**config.mk**
```make
export PLATFORM = sky130hd
export DESIGN_NAME = integer_to_ascii_digits_flat
export DESIGN_NICKNAME = d
export VERILOG_FILES = /design/src/rtl/ita_pkg.sv /design/src/rtl/ita_if.sv /design/src/rtl/integer_to_ascii_digits.sv /design/src/flat_wrapper.sv
export SDC_FILE = /design/constraint.sdc
export NUM_CORES = 1
export LEC_CHECK = 0
export BUFFER_PORTS_ARGS = -buffer_cell sky130_fd_sc_hd__buf_2
export CAP_MARGIN = 20
export CORE_UTILIZATION = 25
export DETAILED_ROUTE_END_ITERATION = 8
export SLEW_MARGIN = 0
export SYNTH_ARGS = -nofsm -noshare
export SYNTH_HDL_FRONTEND = slang
export SYNTH_SLANG_ARGS = --single-unit
```
**constraint.sdc**
```tcl
create_clock -name i_clk -period 9.5 [get_ports i_clk]
set_clock_uncertainty 0.15 [all_clocks]
set_input_delay 1.9 -clock i_clk [delete_from_list [all_inputs] [get_ports i_clk]]
set_output_delay 1.9 -clock i_clk [all_outputs]
set_load 0.005 [all_outputs]
```
**src/rtl/ita_pkg.sv**
```systemverilog
package ita_pkg;

    localparam int VALUE_WIDTH = 32;

    // decimal digits of the largest magnitude, 2**(VALUE_WIDTH-1)
    function automatic int dec_digits(int w);
        longint unsigned v;
        int              n;
        v = 64'd1 << (w - 1);
        n = 0;
        do begin
            n++;
            v = v / 10;
        end while (v != 0);
        return n;
    endfunction

    localparam int DEC_DIGITS = dec_digits(VALUE_WIDTH);
    localparam int HEX_DIGITS = (VALUE_WIDTH + 3) / 4;
    localparam int NUM_DIGITS = (DEC_DIGITS > HEX_DIGITS) ? DEC_DIGITS : HEX_DIGITS;
    localparam int DIGIT_W    = NUM_DIGITS * 4;
    localparam int IDX_W      = $clog2(NUM_DIGITS);
    localparam int CNT_W      = $clog2(VALUE_WIDTH);

    localparam logic [7:0] CH_ZERO    = 8'd48;
    localparam logic [7:0] CH_MINUS   = 8'd45;
    localparam logic [7:0] CH_LOWER_A = 8'd97;

    localparam logic OP_DEC = 1'b0;
    localparam logic OP_HEX = 1'b1;

    typedef logic [VALUE_WIDTH-1:0] t_word;
    typedef logic [DIGIT_W-1:0]     t_digits;
    typedef logic [IDX_W-1:0]       t_idx;
    typedef logic [CNT_W-1:0]       t_cnt;

    typedef enum logic [3:0] {
        S_IDLE = 4'b0001,
        S_CONV = 4'b0010,
        S_FIND = 4'b0100,
        S_EMIT = 4'b1000
    } t_state;

endpackage

```
**src/rtl/ita_if.sv**
```systemverilog
interface ita_in_if;
    import ita_pkg::*;

    logic                          valid;
    logic                          ready;
    logic                          operation;
    logic signed [VALUE_WIDTH-1:0] value;

    modport source (output valid, output operation, output value, input ready);
    modport sink   (input valid, input operation, input value, output ready);
endinterface

interface ita_out_if;
    logic       valid;
    logic       ready;
    logic [7:0] char_out;
    logic       last;

    modport source (output valid, output char_out, output last, input ready);
    modport sink   (input valid, input char_out, input last, output ready);
endinterface

```
**src/rtl/integer_to_ascii_digits.sv**
```systemverilog
// Channel   Dir  Payload                        Transfer
// i_in      in   operation[0], value[31:0]      valid & ready
// o_out     out  char_out[7:0], last            valid & ready
//
// Hex: the value is loaded, the leading digit is located, then one character
// per cycle while o_out.ready is high. Decimal: shift/add-3 steps in the BCD
// converter, the leading digit is located, then one character per cycle as for
// hex. i_in.ready is high only while no number is in work.
// Reset is synchronous, active low, and empties the output register.
module integer_to_ascii_digits (
    input  logic       i_clk,
    input  logic       i_rst_n,
    ita_in_if.sink     i_in,
    ita_out_if.source  o_out
);
    import ita_pkg::*;

    t_state     r_state, n_state;
    t_digits    r_bcd, n_bcd;
    t_word      r_bin, n_bin;
    t_cnt       r_cnt, n_cnt;
    t_idx       r_idx, n_idx;
    logic       r_neg, n_neg;
    logic       r_ovld, n_ovld;
    logic [7:0] r_char, n_char;
    logic       r_last, n_last;

    t_word      in_word;
    t_word      in_mag;
    logic       in_neg;
    t_digits    bcd_adj;
    t_idx       lead_idx;
    logic [3:0] cur_dig;
    logic [7:0] dig_char;

    assign in_word = t_word'(i_in.value);
    assign in_neg  = (i_in.operation == OP_DEC) && in_word[VALUE_WIDTH-1];
    // most negative value negates onto itself, which is the right magnitude unsigned
    assign in_mag  = in_neg ? t_word'(~in_word + 1'b1) : in_word;

    // add-3 correction on every BCD digit before the shift
    always_comb begin
        for (int i = 0; i < NUM_DIGITS; i++) begin
            bcd_adj[4*i +: 4] = (r_bcd[4*i +: 4] >= 4'd5) ? r_bcd[4*i +: 4] + 4'd3
                                                          : r_bcd[4*i +: 4];
        end
    end

    // highest nonzero digit; zero gives index 0 so a single '0' comes out
    always_comb begin
        lead_idx = '0;
        for (int i = 0; i < NUM_DIGITS; i++) begin
            if (r_bcd[4*i +: 4] != 4'd0) begin
                lead_idx = t_idx'(i);
            end
        end
    end

    assign cur_dig  = r_bcd[r_idx*4 +: 4];
    assign dig_char = (cur_dig < 4'd10) ? CH_ZERO + {4'd0, cur_dig}
                                        : CH_LOWER_A + {4'd0, cur_dig} - 8'd10;

    assign i_in.ready     = (r_state == S_IDLE);
    assign o_out.valid    = r_ovld;
    assign o_out.char_out = r_char;
    assign o_out.last     = r_last;

    always_comb begin
        n_state = r_state;
        n_bcd   = r_bcd;
        n_bin   = r_bin;
        n_cnt   = r_cnt;
        n_idx   = r_idx;
        n_neg   = r_neg;
        n_ovld  = r_ovld;
        n_char  = r_char;
        n_last  = r_last;

        if (r_ovld && o_out.ready) begin
            n_ovld = 1'b0;
        end

        unique case (r_state)
            S_IDLE: begin
                if (i_in.valid) begin
                    n_neg = in_neg;
                    if (i_in.operation == OP_HEX) begin
                        n_bcd   = DIGIT_W'(in_word);
                        n_state = S_FIND;
                    end else begin
                        n_bcd   = '0;
                        n_bin   = in_mag;
                        n_cnt   = CNT_W'(VALUE_WIDTH - 1);
                        n_state = S_CONV;
                    end
                end
            end
            S_CONV: begin
                n_bcd = {bcd_adj[DIGIT_W-2:0], r_bin[VALUE_WIDTH-1]};
                n_bin = {r_bin[VALUE_WIDTH-2:0], 1'b0};
                if (r_cnt == '0) begin
                    n_state = S_FIND;
                end else begin
                    n_cnt = r_cnt - 1'b1;
                end
            end
            S_FIND: begin
                n_idx   = lead_idx;
                n_state = S_EMIT;
            end
            S_EMIT: begin
                if (!r_ovld || o_out.ready) begin
                    n_ovld = 1'b1;
                    if (r_neg) begin
                        n_char = CH_MINUS;
                        n_last = 1'b0;
                        n_neg  = 1'b0;
                    end else begin
                        n_char = dig_char;
                        n_last = (r_idx == '0);
                        if (r_idx == '0) begin
                            n_state = S_IDLE;
                        end else begin
                            n_idx = r_idx - 1'b1;
                        end
                    end
                end
            end
            default: n_state = S_IDLE;
        endcase
    end

    always_ff @(posedge i_clk) begin
        if (!i_rst_n) begin
            r_state <= S_IDLE;
            r_ovld  <= 1'b0;
            r_neg   <= 1'b0;
        end else begin
            r_state <= n_state;
            r_ovld  <= n_ovld;
            r_neg   <= n_neg;
        end
    end

    always_ff @(posedge i_clk) begin
        r_bcd  <= n_bcd;
        r_bin  <= n_bin;
        r_cnt  <= n_cnt;
        r_idx  <= n_idx;
        r_char <= n_char;
        r_last <= n_last;
    end

endmodule

```
**src/flat_wrapper.sv**
```systemverilog
// flat-port wrapper written by rule: the top's interface ports become plain ports
module integer_to_ascii_digits_flat import ita_pkg::*;
  (i_clk, i_rst_n, i_in_valid, i_in_operation, i_in_value, i_in_ready, o_out_valid, o_out_char_out, o_out_last, o_out_ready);
  ita_in_if i_in_i ();
  ita_out_if o_out_i ();
  input  logic i_clk;
  input  logic i_rst_n;
  input wire logic [$bits(i_in_i.valid)-1:0] i_in_valid;
  input wire logic [$bits(i_in_i.operation)-1:0] i_in_operation;
  input wire logic [$bits(i_in_i.value)-1:0] i_in_value;
  output wire logic [$bits(i_in_i.ready)-1:0] i_in_ready;
  output wire logic [$bits(o_out_i.valid)-1:0] o_out_valid;
  output wire logic [$bits(o_out_i.char_out)-1:0] o_out_char_out;
  output wire logic [$bits(o_out_i.last)-1:0] o_out_last;
  input wire logic [$bits(o_out_i.ready)-1:0] o_out_ready;
  assign i_in_i.valid = i_in_valid;
  assign i_in_i.operation = i_in_operation;
  assign i_in_i.value = i_in_value;
  assign i_in_ready = i_in_i.ready;
  assign o_out_valid = o_out_i.valid;
  assign o_out_char_out = o_out_i.char_out;
  assign o_out_last = o_out_i.last;
  assign o_out_i.ready = o_out_ready;
  integer_to_ascii_digits u_core (.i_clk(i_clk), .i_rst_n(i_rst_n), .i_in(i_in_i), .o_out(o_out_i));
endmodule
```
# Yosys cells after proc, flatten, opt, wreduce, memory -nomap -nowiden
# Cells that the tools add are included.
dict set report op_classes {
  n_addsub 16
  mul 0
  div_mod_pow 0
  magnitude_cmp 11
  eq_ne 12
  n_shift 1
  muxes 48
  n_bitwise 2
  n_reduce_logical 25
}
# cell count
set ops {}
lappend ops {{$mux 32} 4}
lappend ops {{$pmux 40 s2} 1}
lappend ops {{$mux 4} 19}
lappend ops {{$pmux 32 s2} 1}
lappend ops {{$ge 4x3->1 const B} 10}
lappend ops {{$mux 40} 1}
lappend ops {{$shiftx 40x7->4} 1}
lappend ops {{$add 4x2->4 const B} 9}
lappend ops {{$reduce_bool 4->1} 9}
lappend ops {{$add 32x1->32 const B} 1}
lappend ops {{$not 32->32} 1}
lappend ops {{$mux 3} 6}
lappend ops {{$pmux 4 s4} 1}
lappend ops {{$mux 5} 3}
lappend ops {{$ne 2x2->1 const B} 5}
lappend ops {{$pmux 5 s2} 1}
lappend ops {{$add 7x4->8 const A} 1}
lappend ops {{$mux 8} 1}
lappend ops {{$pmux 4 s2} 1}
lappend ops {{$reduce_and 4->1} 2}
lappend ops {{$sub 8x4->8 const B} 1}
lappend ops {{$add 6x4->7 const A} 1}
lappend ops {{$mux 1} 6}
lappend ops {{$ne 2x1->1 const B} 3}
lappend ops {{20 further kinds} 26}
dict set report word_totals {
  register_bits 96
  latchBits 0
  mem_bits_rw 0
  mem_bits_ro 0
  input_bits 37
  out_inout_bits 11
  memories 0
}

# Depth between registers and ports, before layout
dict set report depth {
  ltp_word 11
  depth_mapped 10
}

# Least setup slack after synthesis
# OpenSTA, ideal clock, no wires.
dict set report synth_path {
  path_kind {input -> register}
  from {input port i_in_operation}
  to {register u_core.r_bin[0] (enable)}
  setup_ns 0.436
  arrival_time_ns 3.990
  setup_slack_ns 4.924
  cell_stages 3
  path_cell_list {clkbuf_1 > buf_1 > a22oi_1}
}
dict set report synth_between {
  elab_chain_len 2
}
# item line
set synth_rtl {}
lappend synth_rtl {{start, declared} flat_wrapper.sv:9} ;# input wire logic [$bits(i_in_i.operation)-1:0] i_in_operation;
lappend synth_rtl {{$ne 2x2->1 (no line)} n/a}
lappend synth_rtl {{$reduce_and 3->1 (no line)} n/a}
lappend synth_rtl {{end signal, assigned} integer_to_ascii_digits.sv:147} ;# r_bin <= n_bin;
lappend synth_rtl {{end, declared} integer_to_ascii_digits.sv:20} ;# t_word r_bin, n_bin;
# No other way between the ends.
# A chain may end at the register's enable or synchronous reset.

# Final worst setup path
dict set report layout_path {
  from {input port i_in_value[22]}
  to {register u_core.r_bin[31] (data pin)}
}
dict set report layout_between {
  elab_chain_len 6
}
# item line
set layout_rtl {}
lappend layout_rtl {{start, declared} flat_wrapper.sv:10} ;# input wire logic [$bits(i_in_i.value)-1:0] i_in_value;
lappend layout_rtl {{$not 32->32} integer_to_ascii_digits.sv:39} ;# assign in_mag = in_neg ? t_word'(~in_word + 1'b1) : in_word;
lappend layout_rtl {{$add 32x1->32} integer_to_ascii_digits.sv:39}
lappend layout_rtl {{$mux 32} integer_to_ascii_digits.sv:39}
lappend layout_rtl {{$mux 32} integer_to_ascii_digits.sv:87} ;# if (i_in.operation == OP_HEX) begin
lappend layout_rtl {{$mux 32} integer_to_ascii_digits.sv:85} ;# if (i_in.valid) begin
lappend layout_rtl {{$pmux 32 s2} integer_to_ascii_digits.sv:83} ;# unique case (r_state)
lappend layout_rtl {{via u_core.n_bin[31]} integer_to_ascii_digits.sv:20}
# The timed path passes the listed nets, and every way through them passes these cells. The select of a mux whose other input is x is not followed.

==> flow_metrics.tcl <==
set metrics [dict create \
    worst_pin_slew_ns 0.910 \
    peakVddDrop_mv 0.0732 \
    hold_viol 0 \
    worst_hold_path_type "register to register" \
    cts_made_buffers 9 \
    synthToLayoutAreaGrowth_pct 13.9 \
    worstPathRequired_ns 9.45 \
    route.detailed.drc 0 \
    p_per_area_nw_per_um2 172 \
    avgRoutedWirePerCell_um 14.8 \
    num_vias 4691 \
    relSlewSlack 0.385 \
    cts.clk_slew.worst_paths_ns 0.07 \
    gp_congestion 0.797 \
    cp-end-kind "register" \
    synth.distinct_cells 55 \
    vias_per_cell 4.80 \
    clkSinkCount 95 \
    fill_cells 2532 \
    io_buffers 46 \
    insertion_delay_ns 0.36 \
    h-tree-depth 3 \
    fin_nets 716 \
    drt-pass1-iter-count 5 \
    drive_gt1_frac 0.132 \
    path_cells "buf_2 -> or4_1 -> nor4_1 -> nand4_1 -> nor3_1 -> o21ai_0 -> o21ai_0" \
    synth_edf_count 89 \
    p_leak_nw 2.45 \
    diodes 0 \
    synthMuxAreaShare 0.0435 \
    post-place-ws_ns 5.12 \
    maxCapViolations 0 \
    fmax_ghz 0.244 \
    synth_area_um2 6080 \
    rsz0062_at_grt "no" \
    antenna_found_initial 0 \
    arrival_ns 4.05 \
    core_um2 23700 \
    synth-compound-area-share 0.157 \
    overflow 0 \
    maxSlewViolCount 0 \
    final_util 0.292 \
    slowest_stage "or4_1" \
    core.rowCount 56 \
    drt_iter0_markers 334 \
    worstSetupStartpointType "input port" \
    setup_slack_ns 5.40 \
    grtUsageTotal 0.123 \
    synthAdderAreaFrac 0.0515 \
    setup_viol 0 \
    cts_hold_buf 0 \
    synthCells 621 \
    status "complete, no violations" \
    die_w_um 158 \
    grt_pass1_vias 4426 \
    crit_top_cell "o21ai_0" \
    final_area_um2 6920 \
    die_h_um 158 \
    antenna_left 0 \
    timing.final.crit_share 0.432 \
    yosys_warnings 0 \
    slowest_delay_ns 0.60 \
    start_util 0.257 \
    synth_area_per_cell_um2 9.78 \
    ctsResizeCount 0 \
    setup-tns-final_ns 0 \
    synth_fp_nets 683 \
    placed_cell_area_um2 6630 \
    postCtsSetupRepairBufs 0 \
    grt_pass1_wl_um 23500 \
    ios 48 \
    dpl.hpwl_um 10100 \
    synth_top_family_by_area "simple AND/OR/NAND/NOR gates" \
    root_buffer "clkbuf_16" \
    ys_async_sr_fraction 0 \
    wl_um 14500 \
    ys_ff_latch 95 \
    synth_seq_area_share 0.460 \
    dieArea_um2 24900 \
    fin_crit_ns 4.10 \
    crit_fanout 4 \
    cts_tree "done" \
    synthXorXnorAreaFrac 0.0778 \
    yosys.area_share.simple 0.168 \
    crit_type "input port to register" \
    grt_max_degree 91 \
    clock_path_buffers 2 \
    synthFlopType "edfxtp_1" \
]
## stage by stage
stage                     hold WS (ns)  cells  power [W]
after floorplan                  0.334    621   0.000750
after global placement           0.348    962   0.000824
after detailed placement         0.349    962   0.000829
after CTS                        0.368    978    0.00120
after global routing             0.414    978    0.00126
final                            0.367    978    0.00119
## worst paths after layout
kind	start	end	slack, ns	depth (start not counted)
max reg2reg	u_core.r_idx[1]	u_core.o_out.char_out[2]	6.54	8
min	u_core.r_bin[31]	u_core.r_bcd[0]	0.37	2
min reg2reg	u_core.r_bin[31]	u_core.r_bcd[0]	0.37	2
max	i_in_value[22]	u_core.r_bin[31]	5.40	7
## cell type report
cell class,count,area (µm²),area share
inverter,31,116,0.0168
clock inverter,5,58.8,0.00850
clock buffer,11,233,0.0336
multi-input combinational,465,3050,0.440
tap,319,399,0.0577
timing repair buffer,52,275,0.0398
sequential,95,2790,0.404
## worst max-delay path: cells and delay by family
kind | cells | cell delay, ns
and+or+nand+nor | 4 | 1.50
AOI/OAI and AO/OA | 2 | 0.50
buffers and inverters | 1 | 0.14
## Yosys cell counts (2+ instances only)
master	instances	area, µm²
o22ai_1	4	25.0
o21ai_0	64	320
or4_1	2	15.0
a31oi_1	6	37.5
conb_1	2	7.51
clkbuf_1	17	63.8
a21oi_1	47	235
buf_1	8	30.0
edfxtp_1	89	2670
or4_4	2	22.5
o31ai_2	3	37.5
nor2b_1	4	25.0
o211ai_1	2	15.0
o31ai_1	12	90.1
xor2_1	30	263
nand2b_1	12	75.1
or3_1	4	25.0
and2_1	3	18.8
nor2_1	48	180
o41ai_1	2	17.5
nor3_1	13	65.1
inv_1	31	116
buf_6	2	22.5
nor3b_1	15	113
nand2_1	48	180
xnor2_1	24	210
nand4b_1	2	17.5
o21ai_1	10	50.1
ha_1	25	313
o21a_1	2	15.0
nand3_1	35	175
mux4_2	5	113
dfxtp_1	6	120
buf_4	2	15.0
nor4b_1	3	26.3
a22oi_1	3	22.5
a31o_2	2	17.5
mux2i_1	14	140
o21bai_1	2	15.0
## where the power goes
part / internal (W) / switching (W)
registers: 0.000529 / 0.0000429
clock network: 0.000205 / 0.000163
logic: 0.0000982 / 0.000152
total: 0.000832 / 0.000358
## placed cells by master, fill, tap and decap left out, types with 3 or more instances in the layout
| master | instances |
|---|---|
| a21oi_1 | 47 |
| a31oi_1 | 6 |
| and2_1 | 3 |
| buf_2 | 46 |
| buf_4 | 6 |
| clkbuf_16 | 9 |
| dfxtp_1 | 6 |
| edfxtp_1 | 89 |
| ha_1 | 25 |
| inv_1 | 31 |
| mux2i_1 | 14 |
| mux4_2 | 5 |
| nand2_1 | 48 |
| nand2b_1 | 12 |
| nand3_1 | 35 |
| nor2_1 | 48 |
| nor2b_1 | 4 |
| nor3_1 | 13 |
| nor3b_1 | 15 |
| o21ai_0 | 64 |
| o21ai_1 | 10 |
| o22ai_1 | 4 |
| o31ai_1 | 12 |
| o31ai_2 | 3 |
| or3_1 | 4 |
| xnor2_1 | 24 |
| xor2_1 | 30 |
## routing by layer
layer  routed length (µm)  share of wire  GRT usage
met2                 6450           0.44      0.188
met1                 7250           0.50      0.173
met4                  155          0.011     0.0384
met5                    0              0          0
met3                  643          0.044     0.0241
## flip-flops by register name (all words and copies together), names as in the netlist
register               count
u_core.r_bin              32
u_core.o_out.char_out      7
u_core.o_out.valid         1
u_core.o_out.last          1
u_core.r_idx               4
u_core.r_state             4
u_core.r_cnt               5
u_core.r_bcd              40
u_core.r_neg               1
## logic make-up (layout without fill, tap and decap cells)
logic type	Yosys count	count (layout)
buffers and inverters	61	99
adder cells (fa/ha/maj)	25	25
XOR/XNOR	54	54
other	2	2
flip-flops	95	95
AO/OA/AOI/OAI	164	164
multiplexers	20	20
AND/OR/NAND/NOR	200	200
No activity file was read; power rests on OpenSTA's default activity.
